<file path="src/rtl/crcfs_pkg.sv">
package crcfs_pkg;

    localparam int PREAMBLE_BITS = 25;
    localparam int TAIL_ONES     = 5;

    localparam int LEN_W   = 13;
    localparam int FIELD_W = 16;
    localparam int BYTE_W  = 8;

    // counter spans the longest phase: preamble or a 16-bit field
    localparam int CNT_W = (PREAMBLE_BITS > FIELD_W) ? $clog2(PREAMBLE_BITS) : $clog2(FIELD_W);

    localparam logic [FIELD_W-1:0] CRC_POLY = 16'h1021;

    typedef struct packed {
        logic                 first;      // preamble and length go ahead of the byte
        logic                 crc_only;   // closing step of a one-byte frame
        logic                 crc_after;  // byte ends the frame, CRC follows it
        logic [BYTE_W-1:0]    data;
        logic [FIELD_W-1:0]   length;
    } job_t;

    function automatic logic pre_bit(input logic [CNT_W-1:0] idx);
        logic b;
        if (int'(idx) + TAIL_ONES >= PREAMBLE_BITS)
        begin
            b = 1'b1;
        end
        else
        begin
            b = ~idx[0];
        end
        return b;
    endfunction

    function automatic logic [FIELD_W-1:0] crc_step(input logic [FIELD_W-1:0] crc,
                                                    input logic               b);
        logic fb;
        fb = crc[FIELD_W-1] ^ b;
        return {crc[FIELD_W-2:0], 1'b0} ^ (fb ? CRC_POLY : '0);
    endfunction

endpackage

</file>
<file path="src/rtl/crcfs_front.sv">
module crcfs_front (
    input  logic                          clk,
    input  logic                          rst_n,
    input  logic                          cfg_we,
    input  logic [crcfs_pkg::LEN_W-1:0]   cfg_data,
    input  logic                          in_valid,
    output logic                          in_stall,
    input  logic [crcfs_pkg::BYTE_W-1:0]  data_byte,
    input  logic                          q_full,
    output logic                          push,
    output crcfs_pkg::job_t               push_job
);

    logic [crcfs_pkg::LEN_W-1:0] msg_bytes_reg;
    logic [crcfs_pkg::LEN_W-1:0] taken_reg;
    logic [crcfs_pkg::LEN_W-1:0] taken_next;
    logic                        pending_reg;
    logic                        pending_next;

    logic [crcfs_pkg::LEN_W-1:0] eff;
    logic [crcfs_pkg::LEN_W-1:0] taken_inc;
    logic                        first;
    logic                        frame_done;

    assign in_stall = q_full;
    assign push     = in_valid && !q_full;

    // zero length acts as a one-byte frame
    assign eff        = (msg_bytes_reg == '0) ? crcfs_pkg::LEN_W'(1) : msg_bytes_reg;
    assign first      = (taken_reg == '0);
    assign taken_inc  = taken_reg + crcfs_pkg::LEN_W'(1);
    assign frame_done = (taken_inc >= eff) || (taken_inc == '0);

    always_comb
    begin
        taken_next   = taken_reg;
        pending_next = pending_reg;

        push_job.first     = 1'b0;
        push_job.crc_only  = 1'b0;
        push_job.crc_after = 1'b0;
        push_job.data      = data_byte;
        push_job.length    = {eff, 3'b000};

        if (pending_reg)
        begin
            push_job.crc_only = 1'b1;
            if (push)
            begin
                pending_next = 1'b0;
                taken_next   = '0;
            end
        end
        else
        begin
            push_job.first     = first;
            push_job.crc_after = frame_done && !first;
            if (push)
            begin
                if (frame_done && !first)
                begin
                    taken_next = '0;
                end
                else
                begin
                    taken_next = taken_inc;
                end
                // a one-byte frame owes its CRC to the next word
                if (frame_done && first)
                begin
                    pending_next = 1'b1;
                end
            end
        end
    end

    always_ff @(posedge clk or negedge rst_n)
    begin
        if (!rst_n)
        begin
            msg_bytes_reg <= crcfs_pkg::LEN_W'(1);
            taken_reg     <= '0;
            pending_reg   <= 1'b0;
        end
        else
        begin
            if (cfg_we)
            begin
                msg_bytes_reg <= cfg_data;
            end
            taken_reg   <= taken_next;
            pending_reg <= pending_next;
        end
    end

endmodule

</file>
<file path="src/rtl/crcfs_queue.sv">
module crcfs_queue (
    input  logic             clk,
    input  logic             rst_n,
    input  logic             push,
    input  crcfs_pkg::job_t  push_job,
    input  logic             pop,
    output crcfs_pkg::job_t  head_job,
    output logic             full,
    output logic             empty
);

    crcfs_pkg::job_t slot_reg [2];
    logic            wr_ptr_reg;
    logic            rd_ptr_reg;
    logic [1:0]      count_reg;
    logic [1:0]      count_next;

    assign full     = (count_reg == 2'd2);
    assign empty    = (count_reg == 2'd0);
    assign head_job = slot_reg[rd_ptr_reg];

    always_comb
    begin
        count_next = count_reg;
        if (push && !pop)
        begin
            count_next = count_reg + 2'd1;
        end
        else if (pop && !push)
        begin
            count_next = count_reg - 2'd1;
        end
    end

    always_ff @(posedge clk or negedge rst_n)
    begin
        if (!rst_n)
        begin
            wr_ptr_reg <= 1'b0;
            rd_ptr_reg <= 1'b0;
            count_reg  <= 2'd0;
        end
        else
        begin
            if (push)
            begin
                wr_ptr_reg <= ~wr_ptr_reg;
            end
            if (pop)
            begin
                rd_ptr_reg <= ~rd_ptr_reg;
            end
            count_reg <= count_next;
        end
    end

    always_ff @(posedge clk)
    begin
        if (push)
        begin
            slot_reg[wr_ptr_reg] <= push_job;
        end
    end

endmodule

</file>
<file path="src/rtl/crcfs_back.sv">
module crcfs_back (
    input  logic             clk,
    input  logic             rst_n,
    input  logic             q_empty,
    input  crcfs_pkg::job_t  head_job,
    output logic             pop,
    output logic             out_valid,
    input  logic             out_stall,
    output logic             tx_bit,
    output logic             frame_end
);

    typedef enum logic [1:0] {
        PH_PRE,
        PH_LEN,
        PH_DATA,
        PH_CRC
    } phase_t;

    localparam logic [crcfs_pkg::CNT_W-1:0] PRE_LAST  =
        crcfs_pkg::CNT_W'(crcfs_pkg::PREAMBLE_BITS - 1);
    localparam logic [crcfs_pkg::CNT_W-1:0] FLD_LAST  =
        crcfs_pkg::CNT_W'(crcfs_pkg::FIELD_W - 1);
    localparam logic [crcfs_pkg::CNT_W-1:0] BYTE_LAST =
        crcfs_pkg::CNT_W'(crcfs_pkg::BYTE_W - 1);

    phase_t                            phase_reg, phase_next;
    logic                              busy_reg, busy_next;
    logic [crcfs_pkg::CNT_W-1:0]       cnt_reg, cnt_next;
    logic [crcfs_pkg::FIELD_W-1:0]     sh_reg, sh_next;
    logic [crcfs_pkg::FIELD_W-1:0]     crc_reg, crc_next;
    crcfs_pkg::job_t                   job_reg, job_next;
    logic                              out_valid_reg, out_valid_next;
    logic                              tx_bit_reg, tx_bit_next;
    logic                              frame_end_reg, frame_end_next;

    logic advance;
    logic fire;
    logic cur_bit;
    logic last;
    logic job_done;

    assign out_valid = out_valid_reg;
    assign tx_bit    = tx_bit_reg;
    assign frame_end = frame_end_reg;

    // output register frees up when empty or taken this cycle
    assign advance = !out_valid_reg || !out_stall;
    assign fire    = busy_reg && advance;

    always_comb
    begin
        case (phase_reg)
            PH_PRE:
            begin
                cur_bit = crcfs_pkg::pre_bit(cnt_reg);
                last    = (cnt_reg == PRE_LAST);
            end
            PH_LEN:
            begin
                cur_bit = sh_reg[crcfs_pkg::FIELD_W-1];
                last    = (cnt_reg == FLD_LAST);
            end
            PH_DATA:
            begin
                cur_bit = sh_reg[crcfs_pkg::FIELD_W-1];
                last    = (cnt_reg == BYTE_LAST);
            end
            PH_CRC:
            begin
                cur_bit = crc_reg[crcfs_pkg::FIELD_W-1];
                last    = (cnt_reg == FLD_LAST);
            end
            default:
            begin
                cur_bit = 1'b0;
                last    = 1'b1;
            end
        endcase
    end

    assign job_done = fire && last &&
                      ((phase_reg == PH_CRC) || ((phase_reg == PH_DATA) && !job_reg.crc_after));
    assign pop      = !q_empty && (!busy_reg || job_done);

    always_comb
    begin
        phase_next     = phase_reg;
        busy_next      = busy_reg;
        cnt_next       = cnt_reg;
        sh_next        = sh_reg;
        crc_next       = crc_reg;
        job_next       = job_reg;
        out_valid_next = out_valid_reg;
        tx_bit_next    = tx_bit_reg;
        frame_end_next = frame_end_reg;

        if (advance)
        begin
            out_valid_next = fire;
            tx_bit_next    = cur_bit;
            frame_end_next = fire && last && (phase_reg == PH_CRC);
        end

        if (fire)
        begin
            cnt_next = cnt_reg + crcfs_pkg::CNT_W'(1);
            case (phase_reg)
                PH_LEN, PH_DATA:
                begin
                    // hold the length through the preamble, advance only while sending it
                    sh_next  = {sh_reg[crcfs_pkg::FIELD_W-2:0], 1'b0};
                    crc_next = crcfs_pkg::crc_step(crc_reg, cur_bit);
                end
                PH_CRC:
                begin
                    // shifting out leaves the register cleared for the next frame
                    crc_next = {crc_reg[crcfs_pkg::FIELD_W-2:0], 1'b0};
                end
                default:
                begin
                    crc_next = crc_reg;
                end
            endcase

            if (last)
            begin
                cnt_next = '0;
                case (phase_reg)
                    PH_PRE:
                    begin
                        phase_next = PH_LEN;
                    end
                    PH_LEN:
                    begin
                        phase_next = PH_DATA;
                        sh_next    = {job_reg.data, {crcfs_pkg::BYTE_W{1'b0}}};
                    end
                    PH_DATA:
                    begin
                        phase_next = PH_CRC;
                    end
                    default:
                    begin
                        phase_next = PH_CRC;
                    end
                endcase
            end
        end

        if (job_done)
        begin
            busy_next = 1'b0;
        end

        if (pop)
        begin
            busy_next = 1'b1;
            job_next  = head_job;
            cnt_next  = '0;
            if (head_job.crc_only)
            begin
                phase_next = PH_CRC;
            end
            else if (head_job.first)
            begin
                phase_next = PH_PRE;
                sh_next    = head_job.length;
                crc_next   = '0;
            end
            else
            begin
                phase_next = PH_DATA;
                sh_next    = {head_job.data, {crcfs_pkg::BYTE_W{1'b0}}};
            end
        end
    end

    always_ff @(posedge clk or negedge rst_n)
    begin
        if (!rst_n)
        begin
            phase_reg     <= PH_PRE;
            busy_reg      <= 1'b0;
            cnt_reg       <= '0;
            sh_reg        <= '0;
            crc_reg       <= '0;
            job_reg       <= '0;
            out_valid_reg <= 1'b0;
            tx_bit_reg    <= 1'b0;
            frame_end_reg <= 1'b0;
        end
        else
        begin
            phase_reg     <= phase_next;
            busy_reg      <= busy_next;
            cnt_reg       <= cnt_next;
            sh_reg        <= sh_next;
            crc_reg       <= crc_next;
            job_reg       <= job_next;
            out_valid_reg <= out_valid_next;
            tx_bit_reg    <= tx_bit_next;
            frame_end_reg <= frame_end_next;
        end
    end

endmodule

</file>
<file path="src/rtl/crc_framed_serial_transmitter.sv">
// channel | direction | handshake            | payload
// --------+-----------+----------------------+-------------------------
// in      | input     | in_valid / in_stall   | data_byte[7:0]
// out     | output    | out_valid / out_stall | tx_bit, frame_end
// cfg     | input     | cfg_we (no wait)      | cfg_data[12:0] = message_bytes
//
// One serial bit leaves per cycle from the bit serializer while it is busy and the
// output is not stalled. The first byte of a frame follows the preamble and length,
// the last precedes the CRC. A one-byte frame's CRC goes out on the next word.
// A two-deep word queue lets bytes be taken while the serializer is busy.
// Reset clears the frame state and sets message_bytes to 1.
// A stall on the output holds the current bit; the input stalls once the queue fills.
module crc_framed_serial_transmitter (
    input  logic                          clk,
    input  logic                          rst_n,
    input  logic                          cfg_we,
    input  logic [crcfs_pkg::LEN_W-1:0]   cfg_data,
    input  logic                          in_valid,
    output logic                          in_stall,
    input  logic [crcfs_pkg::BYTE_W-1:0]  data_byte,
    output logic                          out_valid,
    input  logic                          out_stall,
    output logic                          tx_bit,
    output logic                          frame_end
);

    logic            push;
    logic            pop;
    logic            q_full;
    logic            q_empty;
    crcfs_pkg::job_t push_job;
    crcfs_pkg::job_t head_job;

    crcfs_front u_front (
        .clk       (clk),
        .rst_n     (rst_n),
        .cfg_we    (cfg_we),
        .cfg_data  (cfg_data),
        .in_valid  (in_valid),
        .in_stall  (in_stall),
        .data_byte (data_byte),
        .q_full    (q_full),
        .push      (push),
        .push_job  (push_job)
    );

    crcfs_queue u_queue (
        .clk      (clk),
        .rst_n    (rst_n),
        .push     (push),
        .push_job (push_job),
        .pop      (pop),
        .head_job (head_job),
        .full     (q_full),
        .empty    (q_empty)
    );

    crcfs_back u_back (
        .clk       (clk),
        .rst_n     (rst_n),
        .q_empty   (q_empty),
        .head_job  (head_job),
        .pop       (pop),
        .out_valid (out_valid),
        .out_stall (out_stall),
        .tx_bit    (tx_bit),
        .frame_end (frame_end)
    );

endmodule

</file>
<file path="config.mk">
export PLATFORM = sky130hd
export DESIGN_NAME = crc_framed_serial_transmitter
export DESIGN_NICKNAME = d
export VERILOG_FILES = /design/src/rtl/crcfs_pkg.sv /design/src/rtl/crcfs_front.sv /design/src/rtl/crcfs_queue.sv /design/src/rtl/crcfs_back.sv /design/src/rtl/crc_framed_serial_transmitter.sv
export SDC_FILE = /design/constraint.sdc
export NUM_CORES = 1
export LEC_CHECK = 0
export BUFFER_PORTS_ARGS = -buffer_cell sky130_fd_sc_hd__buf_2
export CAP_MARGIN = 0
export CORE_ASPECT_RATIO = 0.6
export CORE_MARGIN = 2
export CORE_UTILIZATION = 43
export DETAILED_ROUTE_END_ITERATION = 10
export GPL_TIMING_DRIVEN = 0
export SKIP_CTS_REPAIR_TIMING = 1
export SKIP_LAST_GASP = 1
export SYNTH_ARGS = -nofsm -noshare
export SYNTH_HDL_FRONTEND = slang
export SYNTH_SLANG_ARGS = --single-unit
</file>
<file path="constraint.sdc">
create_clock -name clk -period 3.5 [get_ports clk]
set_input_delay 0.175 -clock clk [delete_from_list [all_inputs] [get_ports clk]]
set_output_delay 0.175 -clock clk [all_outputs]
set_load 0.01 [all_outputs]
</file>
==> summary.txt <==
Status
  – Run status: finished with violations
  – Violated checks: negative hold slack

Drt
  – Post-DR vias/cell: roughly 5.6
  – WL final: 15900 µm
  – Final antenna-violating net count: 0
  – Initial DRT Pass Iterations: 5
  – Wire per inst: about 18 µm
  – DR vias: 5059
  – Number of remaining DRC errors: 0
  – Drt initial violations: 330

Setup path
  – Bufs and invs on worst path: 0
  – Crit path cell chain: ha_2, nand4_2, nor3_4, nand3_1, xnor2_1, ha_1, a21oi_1, o21a_1, o21ai_0, a21oi_2, o21ai_1, o311ai_1
  – Critical Path Slowest Stage Cell: dfrtp_1
  – CP peak stage delay: 440 ps
  – Crit end category: flip-flop
  – WS Path Type: flip-flop to flip-flop
  – Crit path arrival time: 3490 ps
  – Top cell family by delay on the critical path: compound AO/OA/AOI/OAI gates
  – Worst-path fanout max: 6
  – WP data required: between 3000 and 4000 ps
  – CP Launch Type: flip-flop

Timing
  – Worst slew pin tran: 1140 ps
  – Worst Skew: 12.7 ps
  – Max-slew headroom: around 24%
  – Final hold slack: -7.10 ps
  – Setup_tns: 0 ps
  – Fin. max-slew vios: 0
  – Fin crit share: 90.8%
  – Number of failing hold endpoints at the final stage: 4
  – Fmax: 315 MHz
  – Fin crit period: 3180 ps
  – Setup violators final: 0

Floorplan
  – Placeable Area: 14700 µm²
  – Row cnt: 34
  – Die H: between 90 and 100 µm
  – IO Pins: 30
  – Die area: 16300 µm²
  – Horiz. Die Dim: 164 µm
  – Initial Utilization: between 40% and 50%

CTS
  – Root buf cell: clkbuf_16
  – Clock sink total: 131
  – CTS tree: yes
  – Reg clk slew, reported paths: approximately 60 ps
  – Total CTS buffers: 17
  – Clock latency on the worst-skew pair: 420 ps
  – Max clock buf depth: 2
  – H-tree levels: 4

Layout
  – Area of the multi-input gates: 2780 µm²
  – Max reg flops: 48
  – Utilization after layout: 53.0%
  – Final layout net count: 745
  – Sequential Area: 3520 µm²
  – Area growth, synth to finish: 18.6%
  – Filler cells: around 1300
  – Share of cells above drive strength 1: 14.3%
  – Diodes inserted: 0

Global routing
  – GRT overflow: 0
  – First-pass GRT wire length: roughly 26000 µm
  – Largest net degree at the start of global routing: 48
  – All-Layer GR Usage: between 20% and 30%
  – Initial antenna violation count: 1
  – Vias in the first global route: 5001

Synthesis
  – Cell with the most instances after synthesis: dfrtp_1
  – Post-synth top cells: dfrtp_1, nand2_1, a21oi_1, edfxtp_1, nor2_1
  – Share of the synthesized area in the top cell type: 31.2%
  – Main area contributors after synthesis: dfrtp_1, edfxtp_1, ha_1
  – YS warnings: 0
  – Number of synthesized flops with an enable pin: 48
  – Syn nets: 680
  – Seq/Total Area, Yosys: a little over half
  – Seq cells post-synth: between 100 and 150
  – Async set-or-reset flop fraction in the synthesized netlist: 63.4%
  – Mapped cell area: 6580 µm²
  – Gate Count Post-Synth: 629
  – Top cell type by total area after synthesis: dfrtp_1
  – Avg Cell Area, Syn: 10.5 µm²
  – Main synth FF type: dfrtp_1
  – Post-synth cell types: 64

Run
  – Max Cap Viol: 0

Power and ir drop
  – Tot Pwr: 6.11 mW
  – Max VDD drop: 0.000357 V
  – Pleak: roughly 3.3 nW
  – PwrDens: 783 nW/µm²

Placement
  – DP HPWL: 11500 µm
  – GP Congestion: around 0.88
  – IO buf count: 28

Hold path
  – Hold WC Path Type: input port to flip-flop
-- per-stage QoR --
step / instance area, µm² / std cells / worst slack (ps) / hold slack, ps
6_report: 7800 / 905 / 323 / -7.10
5_1_grt: 7800 / 905 / -0.893 / -1.15
4_1_cts: 7630 / 889 / -166 / -206
3_5_place_dp: 7020 / 857 / -125 / 243
3_3_place_gp: 6970 / 855 / -2.00 / 362
2_1_floorplan: 6580 / 629 / 627 / -121
-- power by group --
group | total, mW | switching (mW) | internal (mW)
registers | 2.34 | 0.287 | 2.06
clock network | 1.79 | 0.729 | 1.06
logic | 1.98 | 1.22 | 0.764
total | 6.11 | 2.23 | 3.88
-- placed cells by master, fill, tap and decap left out, types with 4 or more instances in the layout --
cell | netlist | routed
nor3b_1 | 4 | 4
inv_1 | 25 | 25
and2_1 | 7 | 7
xor2_1 | 8 | 8
nand2_1 | 65 | 65
a211oi_1 | 8 | 8
dlygate4sd3_1 | 0 | 15
inv_6 | 0 | 4
nor3_1 | 6 | 5
nor2b_1 | 14 | 14
a22oi_1 | 7 | 7
o21ai_1 | 4 | 4
o22ai_1 | 14 | 14
buf_2 | 14 | 41
nor2_1 | 33 | 32
clkbuf_1 | 29 | 29
o31ai_1 | 10 | 10
o21a_1 | 5 | 4
buf_4 | 2 | 4
ha_1 | 25 | 24
a221oi_1 | 6 | 6
clkbuf_16 | 0 | 20
and4_1 | 4 | 4
nor4_1 | 6 | 6
a22o_1 | 8 | 8
o211ai_1 | 7 | 7
nand2b_1 | 5 | 5
and3_1 | 7 | 7
mux2i_1 | 18 | 18
a21oi_1 | 52 | 51
clkinv_4 | 0 | 4
o21ai_0 | 21 | 21
nand4_1 | 4 | 4
dfrtp_1 | 82 | 81
xnor2_1 | 10 | 10
nand3_1 | 23 | 23
edfxtp_1 | 48 | 48
-- worst reg2reg max path, delay by kind of cell (launching register included) --
family / cells / cell delay [ps]
flip-flops: 1 / 440
adder cells (fa/ha/maj): 2 / 590
XOR/XNOR: 1 / 230
AO/OA/AOI/OAI: 6 / 1150
AND/OR/NAND/NOR: 3 / 650
-- final timing paths --
check                                     start                  endpoint  slack, ps  cells after the start
max in group asynchronous                 rst_n         u_back.sh_reg[15]       2530                      3
setup reg to reg           u_front.taken_reg[1]      u_front.taken_reg[5]        320                     12
hold reg to reg                   u_back.tx_bit             u_back.tx_bit        480                      2
setup / recovery           u_front.taken_reg[1]      u_front.taken_reg[5]        320                     12
hold / removal                      cfg_data[8]  u_front.msg_bytes_reg[8]         -7                      3
min in group asynchronous                 rst_n  u_front.msg_bytes_reg[9]        320                      2
-- area by class of cell --
class / instances / area share [%]
inverters: 25 / 1.20
repair buffers: 46 / 4.46
clock buffers: 20 / 6.41
clock inverters: 12 / 1.33
plain buffers: 48 / 2.74
well taps: 198 / 3.17
multi-input cells: 425 / 35.6
flip-flops and latches: 131 / 45.1
-- metal layers --
| layer | vias up | global-route usage [%] | share of wire, % | routed length [µm] |
|---|---|---|---|---|
| met3 | 13 | 6.32 | 7.2 | 1160 |
| met5 | - | 0 | 0.050 | 8 |
| li1 | 2411 | - | - | - |
| met2 | 157 | 29.1 | 43 | 6830 |
| met1 | 2476 | 30.4 | 49 | 7820 |
| met4 | 2 | 6.48 | 0.83 | 132 |
-- cells by family (layout without fill, tap and decap cells) --
group,Yosys count,count (layout),synth area share (%)
DFF,131,131,53.5
buffers and inverters,73,151,4.68
and+or+nand+nor,199,199,15.6
muxes,19,19,2.91
xor gates and xnor gates,18,18,2.39
adders and majority gates,25,25,4.75
AOI/OAI and AO/OA,164,164,16.2
No activity file was read; power rests on OpenSTA's default activity.
